--- src/hw/rtl/hyp_pkg.sv ---
`default_nettype none
package hyp_pkg;

  localparam logic [31:0] INF_BITS  = 32'h7f80_0000;
  localparam logic [31:0] ABS_MASK  = 32'h7fff_ffff;
  localparam logic [31:0] QUIET_BIT = 32'h0040_0000;

  // root unit: 32 result bits, two per stage
  localparam int SQ_STAGES = 16;
  localparam int SQ_STEPS  = 2;
  localparam int SQ_TOP    = 62;

  // special result decided at the input (infinity, NaN, both zero)
  typedef struct packed {
    logic        hit;
    logic [31:0] bits;
  } spec_t;

  // one operand, normalized: value = m * 2^e, m[23] set unless zero
  typedef struct packed {
    logic               zero;
    logic [23:0]        m;
    logic signed [11:0] e;
  } unp_t;

  // exact squares, normalized: value = p * 2^e, p[47] set unless zero
  typedef struct packed {
    spec_t              spec;
    logic               xz;
    logic               yz;
    logic [47:0]        xp;
    logic [47:0]        yp;
    logic signed [11:0] xe;
    logic signed [11:0] ye;
  } sq_t;

  // aligned addends; elsb is the exponent of bit 0
  typedef struct packed {
    spec_t              spec;
    logic [111:0]       big;
    logic [111:0]       lesser;
    logic               sticky;
    logic signed [11:0] elsb;
  } aln_t;

  // double-rounded sum: value = m * 2^e, m[52] set
  typedef struct packed {
    spec_t              spec;
    logic [52:0]        m;
    logic signed [11:0] e;
  } sum_t;

  // running state of the digit-by-digit root
  typedef struct packed {
    spec_t              spec;
    logic [62:0]        rem;
    logic [63:0]        res;
    logic               odd;
    logic signed [11:0] h;
  } root_t;

endpackage
`default_nettype wire

--- src/hw/rtl/hyp_pack.sv ---
`default_nettype none
module hyp_pack (
  input  wire hyp_pkg::root_t  root_i,
  output logic [31:0]          bits_o
);
  import hyp_pkg::*;

  logic [31:0]        r, q, mask;
  logic signed [11:0] p, sv;
  logic               normal, exact, rbit, sticky;
  logic [5:0]         sh;
  logic [32:0]        qr, o;
  logic [7:0]         pe;

  always_comb begin
    r      = root_i.res[31:0];
    exact  = (root_i.rem == '0);
    // root has 31 bits, or 32 when the radicand was shifted for an odd exponent
    p      = 12'sd30 + $signed({11'd0, root_i.odd}) + root_i.h;
    normal = (p >= -12'sd126);
    sv     = -12'sd149 - root_i.h;
    if (normal) begin
      sh = root_i.odd ? 6'd8 : 6'd7;
    end else if (sv > 12'sd40) begin
      sh = 6'd40;
    end else begin
      sh = sv[5:0];
    end
    q      = r >> sh;
    rbit   = |((r >> (sh - 6'd1)) & 32'd1);
    mask   = (32'd1 << (sh - 6'd1)) - 32'd1;
    sticky = (|(r & mask)) | !exact;
    qr     = 33'(q) + 33'(rbit & (sticky | q[0]));
    pe     = 8'(p + 12'sd126);
    o      = normal ? (33'({pe, 23'd0}) + qr) : qr;
    if (root_i.spec.hit) begin
      bits_o = root_i.spec.bits;
    end else if ((normal && p > 12'sd127) || o >= 33'(INF_BITS)) begin
      bits_o = INF_BITS;
    end else begin
      bits_o = o[31:0];
    end
  end

endmodule
`default_nettype wire

--- config.mk ---
export PLATFORM = sky130hd
export DESIGN_NAME = hyp_pack
export DESIGN_NICKNAME = d
export VERILOG_FILES = /design/src/hw/rtl/hyp_pkg.sv /design/src/hw/rtl/hyp_pack.sv
export SDC_FILE = /design/constraint.sdc
export NUM_CORES = 1
export LEC_CHECK = 0
export BUFFER_PORTS_ARGS = -buffer_cell sky130_fd_sc_hd__buf_2
export CAP_MARGIN = 10
export CORE_MARGIN = 3
export CORE_UTILIZATION = 32
export DETAILED_ROUTE_END_ITERATION = 6
export RECOVER_POWER = 50
export SLEW_MARGIN = 30
export SYNTH_ARGS = -nofsm -noshare
export SYNTH_HDL_FRONTEND = slang
export SYNTH_SLANG_ARGS = --single-unit
--- constraint.sdc ---
create_clock -name vclk -period 38.1
set_input_delay 7.62 -clock vclk [all_inputs]
set_output_delay 7.62 -clock vclk [all_outputs]
set_load 0.005 [all_outputs]
-- After elaboration in Yosys (flattened, before gate mapping)
Index checks and enable logic that the tools add are counted.
- $add $sub $neg: 8
- magnitude comparators: 4
- shift operators: 3
- multiplexer cells: 6
- bitwise operators: 4
- reduce and logical (&&, ||, !) cells: 5
- operators by type and width (operator ; count):
    $mux 32 ; 2
    $logic_not 63->1 ; 1
    $add 31x33->33 ; 1
    $add 32x1->33 ; 1
    $ge 33x31->1 const B ; 1
    $mux 33 ; 1
    $and 32x32->32 ; 1
    $reduce_or 32->1 ; 1
    $shl 1x6->32 const A ; 1
    $shr 32x6->1 ; 1
    $shr 32x6->32 ; 1
    $sub 32x1->32 const B ; 1
    $add 7x12->12 ; 1
    $ge 12x8->1 const B ; 1
    $gt 12x7->1 const B ; 1
    $gt 12x8->1 const B ; 1
    $mux 6 ; 2
    $sub 9x12->12 const A ; 1
    $add 8x8->8 const B ; 1
    $add 5x1->6 const A ; 1
    $sub 6x1->6 const B ; 1
    $mux 4 ; 1
    $or 1x1->1 ; 2
    $and 1x1->1 ; 1
    3 further kinds ; 3
- flip-flop bits (word level): 0

-- Depth between registers and ports, before layout
Gate-level depths: netlist of run 1.
- word-level depth: 19
- gate-level depth with buffers: 43

-- Least setup slack after synthesis of run 1
OpenSTA, ideal clock, no wires.
- kind: in2out
- start point: input root_i[1] (netlist bit)
- end point: output bits_o[14]
- arrival: 15750 ps
- data required time: 30480 ps
- setup slack: 14730 ps
- stages: 43
- path buffers: 6
- cells stage by stage: buf_2 clkinv_1 clkbuf_1 ha_1 o21bai_1 o21ai_0 a32oi_2 o41a_1 a211oi_4 nor2_4 buf_6 buf_2 ha_1 and3b_1 nand3_1 a21oi_1 a31oi_1 a2111o_1 (+7 left out) nor4_1 nor2_1 inv_1 ha_1 a21o_1 a21oi_1 o21bai_1 a21oi_1 o21bai_1 a21oi_1 xnor2_1 a21oi_1 mux2i_1 nand4bb_1 or4_1 buf_2 buf_6 a32o_1
- cells in the longest elaborated chain, start to end: 19
- elaborated cells on any way between the ends: 26
- those cells by class: add/sub: 7; order compare: 4; shift: 3; mux: 5; bitwise: 4; reduce/logical: 3
- ends and longest elaborated chain (element ; line ; source):
    start, declared ; hyp_pack.sv:3 ; input wire hyp_pkg::root_t root_i,
    $sub 9x12->12 ; hyp_pack.sv:21 ; sv = -12'sd149 - root_i.h;
    $gt 12x7->1 ; hyp_pack.sv:24 ; end else if (sv > 12'sd40) begin
    $mux 6 ; hyp_pack.sv:24 ;
    $mux 6 ; hyp_pack.sv:22 ; if (normal) begin
    $sub 6x1->6 ; hyp_pack.sv:30, hyp_pack.sv:31 ;
    $shl 1x6->32 ; hyp_pack.sv:31 ; mask = (32'd1 << (sh - 6'd1)) - 32'd1;
    $sub 32x1->32 ; hyp_pack.sv:31 ;
    $and 32x32->32 ; hyp_pack.sv:32 ; sticky = (|(r & mask)) | !exact;
    (+3 left out) ; -- ;
    $and 1x1->1 ; hyp_pack.sv:33 ; qr = 33'(q) + 33'(rbit & (sticky | q[0]));
    $add 32x1->33 ; hyp_pack.sv:33 ;
    $add 31x33->33 ; hyp_pack.sv:35 ; o = normal ? (33'({pe, 23'd0}) + qr) : qr;
    $mux 33 ; hyp_pack.sv:35 ;
    $ge 33x31->1 ; hyp_pack.sv:38 ; end else if ((normal && p > 12'sd127) || o >= 33'(INF_BITS)) begin
    $logic_or 1x1->1 ; hyp_pack.sv:38 ;
    $mux 32 * ; hyp_pack.sv:38 ;
    $mux 32 * ; hyp_pack.sv:36 ; if (root_i.spec.hit) begin
    end, declared ; hyp_pack.sv:4 ; output logic [31:0] bits_o
Mark *: on every way between the ends. The rest lies on a longest branch, timed or not.

-- Worst setup path after layout of run 1
- start point: input root_i[1] (netlist bit)
- end point: output bits_o[1]
The elaborated chain is that of the path after synthesis.

==> results.yml, run 1 <==
outcome:
  status: "complete, but fails checks"
  violations: "capacitance limit, slew limit"
synth:
  synth_compound_area_frac: 0.414
  yosysSeqAreaShare: 0
  ys_types: 108
  synthXorXnorAreaFrac: 0.0755
  synth.mux.area_fraction: 0.0412
  yosys_warnings: 0
  synthAdderAreaFrac: 0.0371
  synth_top_family_by_area: "compound AO/OA/AOI/OAI gates"
  avgSynthCellArea_sq_um: 6.45
  syn_area_sq_um: 7290
  postSynthCellCount: 1130
  yosys.area_share.simple: 0.361
  synth_nets: 1324
route:
  viasPerCell: 6.82
  drcViolationCount: 0
  final_antenna_net_count: 0
  avgRoutedWirePerCell_um: 24.8
  initialDrtViolationCount: 1648
  finalWirelength_um: 37900
  first_pass_iters: 6
  vias: 10400
placement:
  io_buffers: 173
  dp_hpwl_um: 29100
  place_area_sq_um: 8300
  place.gp.congestion: 1.01
  pre_cts_slack_ps: 12010
floorplanning:
  die_y_um: 157
  rows: 54
  coreArea_sq_um: 22100
  die_w_um: 157
  initial_core_util: 0.330
  fp.dieArea_sq_um: 24600
  io-pin-count: 205
global_route:
  grt_max_degree: 46
  grt_usage: 0.292
  grt_pass1_vias: 9595
  grt_pass1_wl_um: 56800
  grt_overflow: 0
  antenna_found_initial: 1
sta:
  rsz0062_at_grt: "false"
  finalHoldViolCount: 0
  max_slew_margin: -0.228
  setup_ws_ps: 7270
  setup_viol: 0
  fin_tns_setup_ps: 0
  period_needed_ps: 30830
  hold_ws_ps: 15520
  finalMaxSlewViolations: 63
  worst_slew_pin_slew_ps: 1820
  max_freq_ghz: 0.0324
  final.period_utilization: 0.809
worst_setup_path:
  worstSetupStartpointType: "input pin"
  arrival_ps: 23210
  critPathMaxFanout: 28
  cp.required_ps: 30480
  cp_common_cell: "o21ai_0"
  cp-endpoint: "bits_o[1]"
  cpPeakStageDelay_ps: 1590
  crit_start: "root_i[1]"
  worstSetupPathType: "in -> out"
  cp_slowest_cell: "nor2_1"
  endpoint_kind: "output pin"
cells_and_area:
  layout.nets: 1443
  area_delta_synth_final_pct: 13.2
  design_area_sq_um: 8250
  nClkBuffers: 0
  seq_cells: 0
  regArea_sq_um: 0
  final_layout_size_suffix_gt1_frac: 0.191
clock_network:
  cts_setup_buffers: 0
  cts_resized: 0
  cts_hold_buf: 0
flow_run:
  cap_viol_max_count: 4
hold_path:
  hold_class: "in -> out"
[cell usage after synthesis, drive strengths merged, types with 8 or more instances]
library cell  count  area share
nand4            29       0.026
nor2            107       0.057
nand2b           14       0.012
buf              36       0.030
or4              11       0.011
nand3            37       0.026
nand2           108       0.056
xnor2            39       0.047
a211oi           27       0.031
nor2b            18       0.015
a32o             27       0.037
nor3             49       0.037
a2111oi           9       0.019
o21ai            82       0.057
a22oi            13       0.014
and2             11      0.0094
xor2             23       0.029
a221oi            9       0.011
clkbuf           41       0.022
o21a              8      0.0082
a31oi            16       0.017
mux2i            21       0.029
or3              12       0.010
or2               8      0.0072
a22o             10       0.012
o211ai           20       0.021
a21oi            92       0.067
o2111ai           8      0.0096
nor4             35       0.035
ha               20       0.034
a21o              8      0.0082
inv              35       0.018
and3             24       0.021
[cells by family after synthesis]
| family | count (synthesis) |
|---|---|
| buffers and inverters | 114 |
| multiplexers | 27 |
| AND/OR/NAND/NOR | 494 |
| AO/OA/AOI/OAI | 412 |
| adder cells (fa/ha/maj) | 21 |
| XOR/XNOR | 62 |
[layer usage]
| layer | routed length (um) | vias up | GRT usage |
|---|---|---|---|
| met5 | 13 | - | 0 |
| met4 | 2050 | 2 | 0.124 |
| met3 | 5100 | 155 | 0.0668 |
| met2 | 15700 | 840 | 0.448 |
| met1 | 15000 | 4769 | 0.391 |
| li1 | - | 4651 | - |
[worst min path at each step]
stage | from | to | slack, ps | cells past startpoint
2_1_floorplan | root_i[165] | bits_o[25] | 15330 | 2
3_3_place_gp | root_i[151] | bits_o[11] | 15520 | 3
3_5_place_dp | root_i[148] | bits_o[8] | 15520 | 3
4_1_cts | root_i[160] | bits_o[20] | 15520 | 3
5_1_grt | root_i[149] | bits_o[9] | 15530 | 3
6_report | root_i[160] | bits_o[20] | 15520 | 3
[critical path, delay by kind of cell]
family          cells  cell delay (ps)
compound gates     17             4360
fa+ha+maj           4             1670
buf+inv             6             3650
simple gates       12             5880
[cell type report]
cell class | instances | area (sq um)
Antenna cell | 1 | 2.50
Fill cell | 2484 | 13800
Inverter | 37 | 139
Multi-Input combinational cell | 1016 | 6740
Tap cell | 280 | 350
Timing Repair Buffer | 194 | 1020
[stage by stage]
step	utilization	std cells
CTS	0.376	1527
floorplan	-	1130
detailed placement	0.376	1527
finish	0.374	1528
global route	0.373	1527
global placement	0.376	1527
[cells in the final DEF (no fill, tap or decap), drive strengths merged, types with 6 or more instances in the layout]
master and instances:
buf 191, nand2 108, nor2 107, a21oi 92, o21ai 82, nor3 49
xnor2 39, nand3 37, inv 35, nor4 35, nand4 29, a32o 27
a211oi 27, and3 24, xor2 23, mux2i 21, o211ai 20, ha 20
nor2b 18, a31oi 16, nand2b 14, a22oi 13, or3 12, and2 11
or4 11, a22o 10, a221oi 9, a2111oi 9, o21a 8, a21o 8
o2111ai 8, or2 8, o21bai 7, nand3b 7, o32ai 6
==> run 2: changes to the inputs <==
clock period = 28.6 ns   (was 38.1 ns; I/O delays follow)
==> run 2 against run 1 <==
Largest cell class unchanged. Wire length up 0.25%. Flip-flop and latch count unchanged. The run ends with DRC, capacitance limit, slew limit left. First-iteration DRC count decreased by 6.3%. Final area hardly changed. Critical path depth stayed put. Die area stayed put. Worst hold slack got worse by 3800 ps. Utilization about the same.
==> results.yml, run 2 (synthesis gave the netlist of run 1 again) <==
worst_setup_path:
  cpPeakStageDelay_ps: 1510
  critPathBufInv: 6
  arrival_ps: 19720
  worstSetupStartpointType: "input pin"
  worstSetupPathType: "in -> out"
  cp_slowest_cell: "nor2_1"
  critPathMaxFanout: 28
  cp_top_family: "buffers and inverters"
  endpoint_kind: "output pin"
  cp.required_ps: 22880
pwr:
  p_leak_uw: 0.00322
  vdd_drop_max_mv: 0.00939
  powerDensity_nw_per_um2: 26.3
cells_and_area:
  area_delta_synth_final_pct: 13.3
  final_common_cell: "buf_2"
  final_layout_size_suffix_gt1_frac: 0.192
  nClkBuffers: 0
  mostFrequentLayoutCells: "buf_2 (170), nand2_1 (108), nor2_1 (104), a21oi_1 (87), o21ai_0 (65)"
  design_area_sq_um: 8260
  layout.nets: 1440
  regArea_sq_um: 0
  seq_cells: 0
  antennaDiodeCount: 0
placement:
  pre_cts_slack_ps: 6070
  place_area_sq_um: 8280
  dp_hpwl_um: 28900
  place.gp.congestion: 0.993
  io_buffers: 173
route:
  avgRoutedWirePerCell_um: 24.9
  final_antenna_net_count: 0
  first_pass_iters: 7
  drcViolationCount: 10
  initialDrtViolationCount: 1545
  vias: 10500
  viasPerCell: 6.87
  finalWirelength_um: 38000
hold_path:
  hold_class: "in -> out"
global_route:
  antenna_found_initial: 1
  grt_pass1_vias: 9608
  grt_overflow: 0
  grt_usage: 0.292
  grt_pass1_wl_um: 57000
  grt_max_degree: 46
sta:
  fin_tns_setup_ps: 0
  setup_ws_ps: 3160
  setup_viol: 0
  rsz0062_at_grt: "false"
  finalMaxSlewViolations: 57
  worst_slew_pin_slew_ps: 1850
  period_needed_ps: 25440
  finalHoldViolCount: 0
  max_slew_margin: -0.241
  final.period_utilization: 0.890
  max_freq_ghz: 0.0393
floorplanning:
  coreArea_sq_um: 22100
  rows: 54
  die_w_um: 157
  die_y_um: 157
  io-pin-count: 205
  initial_core_util: 0.330
  fp.dieArea_sq_um: 24600
outcome:
  violations: "DRC, capacitance limit, slew limit"
  status: "complete, but fails checks"
clock_network:
  cts_hold_buf: 0
  cts_setup_buffers: 0
  cts_resized: 0
flow_run:
  cap_viol_max_count: 3
## run 2: cell types whose count changed in the layout (fill, tap and decap cells not counted), moves of 2 or more
| cell | previous run | this run |
|---|---|---|
| buf_4 | 21 | 17 |
| a2111oi_0 | 5 | 3 |
| a2111oi_1 | 0 | 2 |
| o21ai_0 | 67 | 65 |
## run 2: metal layers
layer  global-route usage  wire, um  vias to the layer above
li1                     -         -                     4637
met1                0.387     15000                     4820
met2                0.456     15800                      855
met3               0.0646      5050                      156
met4                0.121      2030                        2
met5                    0        13                        -
## run 2: path summary, 6_finish.rpt
kind | endpoint | cells past startpoint | startpoint
min | bits_o[31] | 3 | root_i[171]
max | bits_o[1] | 39 | root_i[1]
## run 2: metrics by stage
| step | total power [uW] | util | hold WS, ps | cells |
|---|---|---|---|---|
| global placement | 209 | 0.374 | 11720 | 1524 |
| detailed placement | 208 | 0.375 | 11720 | 1524 |
| global route | 232 | 0.374 | 11730 | 1524 |
| CTS | 209 | 0.375 | 11720 | 1524 |
| floorplan | 139 | - | 11530 | 1130 |
| finish | 217 | 0.374 | 11710 | 1524 |
## run 2: final cells by class
type                       instances  area [sq um]
tap                              280           350
inverter                          37           139
timing repair buffer             191           993
fill                            2411         13800
multi-input combinational       1016          6780
## run 2: power by group
part	switching [uW]	total [uW]	leakage [uW]	internal [uW]
registers	0	0	0	0
logic	142	217	0.00322	75.2
clock network	0	0	0	0
Power figures use the tool's default switching activity.
==> run 3: changes to the inputs <==
CORE_UTILIZATION = 40   (was 32)
==> run 3 against run 2 <==
Non-clock buffer count grew 3. Global-route usage grew 6.2 points. Maximum frequency grew 3.2%. Utilization grew 9.1 points. Flip-flop and latch count is the same. Final cell count shrank 3.4%. The run ends with capacitance limit, slew limit left.
==> results.yml, run 3 (synthesis gave the netlist of run 1 again) <==
sta:
  finalMaxSlewViolations: 7
  hold_ws_ps: 11710
  finalHoldViolCount: 0
  max_freq_ghz: 0.0406
  final.period_utilization: 0.862
  worst_slew_pin_slew_ps: 1700
  setup_viol: 0
  rsz0062_at_grt: "false"
  fin_tns_setup_ps: 0
  max_slew_margin: -0.146
  period_needed_ps: 24650
worst_setup_path:
  cp_slowest_cell: "clkinv_1"
  endpoint_kind: "output pin"
  cp.required_ps: 22880
  cp_top_family: "compound AO/OA/AOI/OAI gates"
  arrival_ps: 18930
  cpPeakStageDelay_ps: 1160
  critPathMaxFanout: 28
  worstSetupPathType: "in -> out"
  critPathBufInv: 8
  worstSetupStartpointType: "input pin"
pwr:
  p_leak_uw: 0.00322
  power_frac_comb: 1.000
  internal-power_uw: 74.6
  p_sw_uw: 141
  vdd_drop_max_mv: 0.0121
  seqPwrFrac: 0
  powerDensity_nw_per_um2: 26.4
  clock_power_share: 0
  swShare: 0.654
global_route:
  antenna_found_initial: 0
  grt_overflow: 0
  grt_pass1_wl_um: 56600
  grt_max_degree: 46
  grt_pass1_vias: 9813
  grt_usage: 0.354
route:
  drcViolationCount: 0
  first_pass_iters: 7
  vias: 10500
  avgRoutedWirePerCell_um: 25.3
  viasPerCell: 7.17
  final_antenna_net_count: 0
  finalWirelength_um: 37200
  initialDrtViolationCount: 1496
cells_and_area:
  layout.nets: 1443
  seq_cells: 0
  nClkBuffers: 0
  mostFrequentLayoutCells: "buf_2 (168), nand2_1 (108), nor2_1 (104), a21oi_1 (87), o21ai_0 (67)"
  multi_input_area_sq_um: 6750
  final_common_cell: "buf_2"
  area_delta_synth_final_pct: 12.2
  num-fill-cells: 1914
  final_layout_size_suffix_gt1_frac: 0.190
  antennaDiodeCount: 0
  regArea_sq_um: 0
  design_area_sq_um: 8180
  utilization: 0.465
  final_cells: 1472
floorplanning:
  io-pin-count: 205
  rows: 48
  initial_core_util: 0.414
  die_w_um: 141
  coreArea_sq_um: 17600
  die_y_um: 141
  fp.dieArea_sq_um: 19900
clock_network:
  cts_hold_buf: 0
  cts_setup_buffers: 0
  cts_resized: 0
outcome:
  status: "complete, but fails checks"
  violations: "capacitance limit, slew limit"
flow_run:
  cap_viol_max_count: 1
placement:
  placed_cells: 1472
  dp_hpwl_um: 28500
  place_area_sq_um: 8230
  place.gp.congestion: 1.03
  io_buffers: 173
hold_path:
  hold_class: "in -> out"
==> run 3: layout make-up <==
cell class | count | area share
Inverter | 37 | 0.0170
Multi-Input combinational cell | 1016 | 0.825
Tap cell | 225 | 0.0344
Timing Repair Buffer | 194 | 0.124
==> run 3: routing by layer <==
layer  vias up  share of wire  routed length (um)  GRT usage
met1      4891           0.39               14600      0.477
met5         -              0                   0          0
li1       4641              -                   -          -
met4         0          0.056                2100      0.151
met2       848           0.42               15600      0.541
met3       167           0.13                4890     0.0790
==> run 3: final timing paths <==
| check | startpoint | endpoint | slack [ps] | depth (start not counted) |
|---|---|---|---|---|
| worst min-delay path | root_i[171] | bits_o[31] | 11710 | 3 |
| worst max-delay path | root_i[1] | bits_o[1] | 3950 | 40 |
==> run 3: stage by stage <==
step,total power (uW),setup slack (ps)
4_1_cts,208,6220
5_1_grt,230,2960
2_1_floorplan,139,9030
6_report,216,3950
3_5_place_dp,207,6240
3_3_place_gp,208,6210
==> run 3: power groups by stage <==
stage | sequential (uW) | clock [uW] | combinational [uW]
floorplan | 0 | 0 | 139
global placement | 0 | 0 | 208
detailed placement | 0 | 0 | 207
CTS | 0 | 0 | 208
global route | 0 | 0 | 230
finish | 0 | 0 | 216
==> run 3: worst min-delay path, cell delays in order <==
cell and delay [ps]:
buf_2 70, and2_1 100, buf_2 100
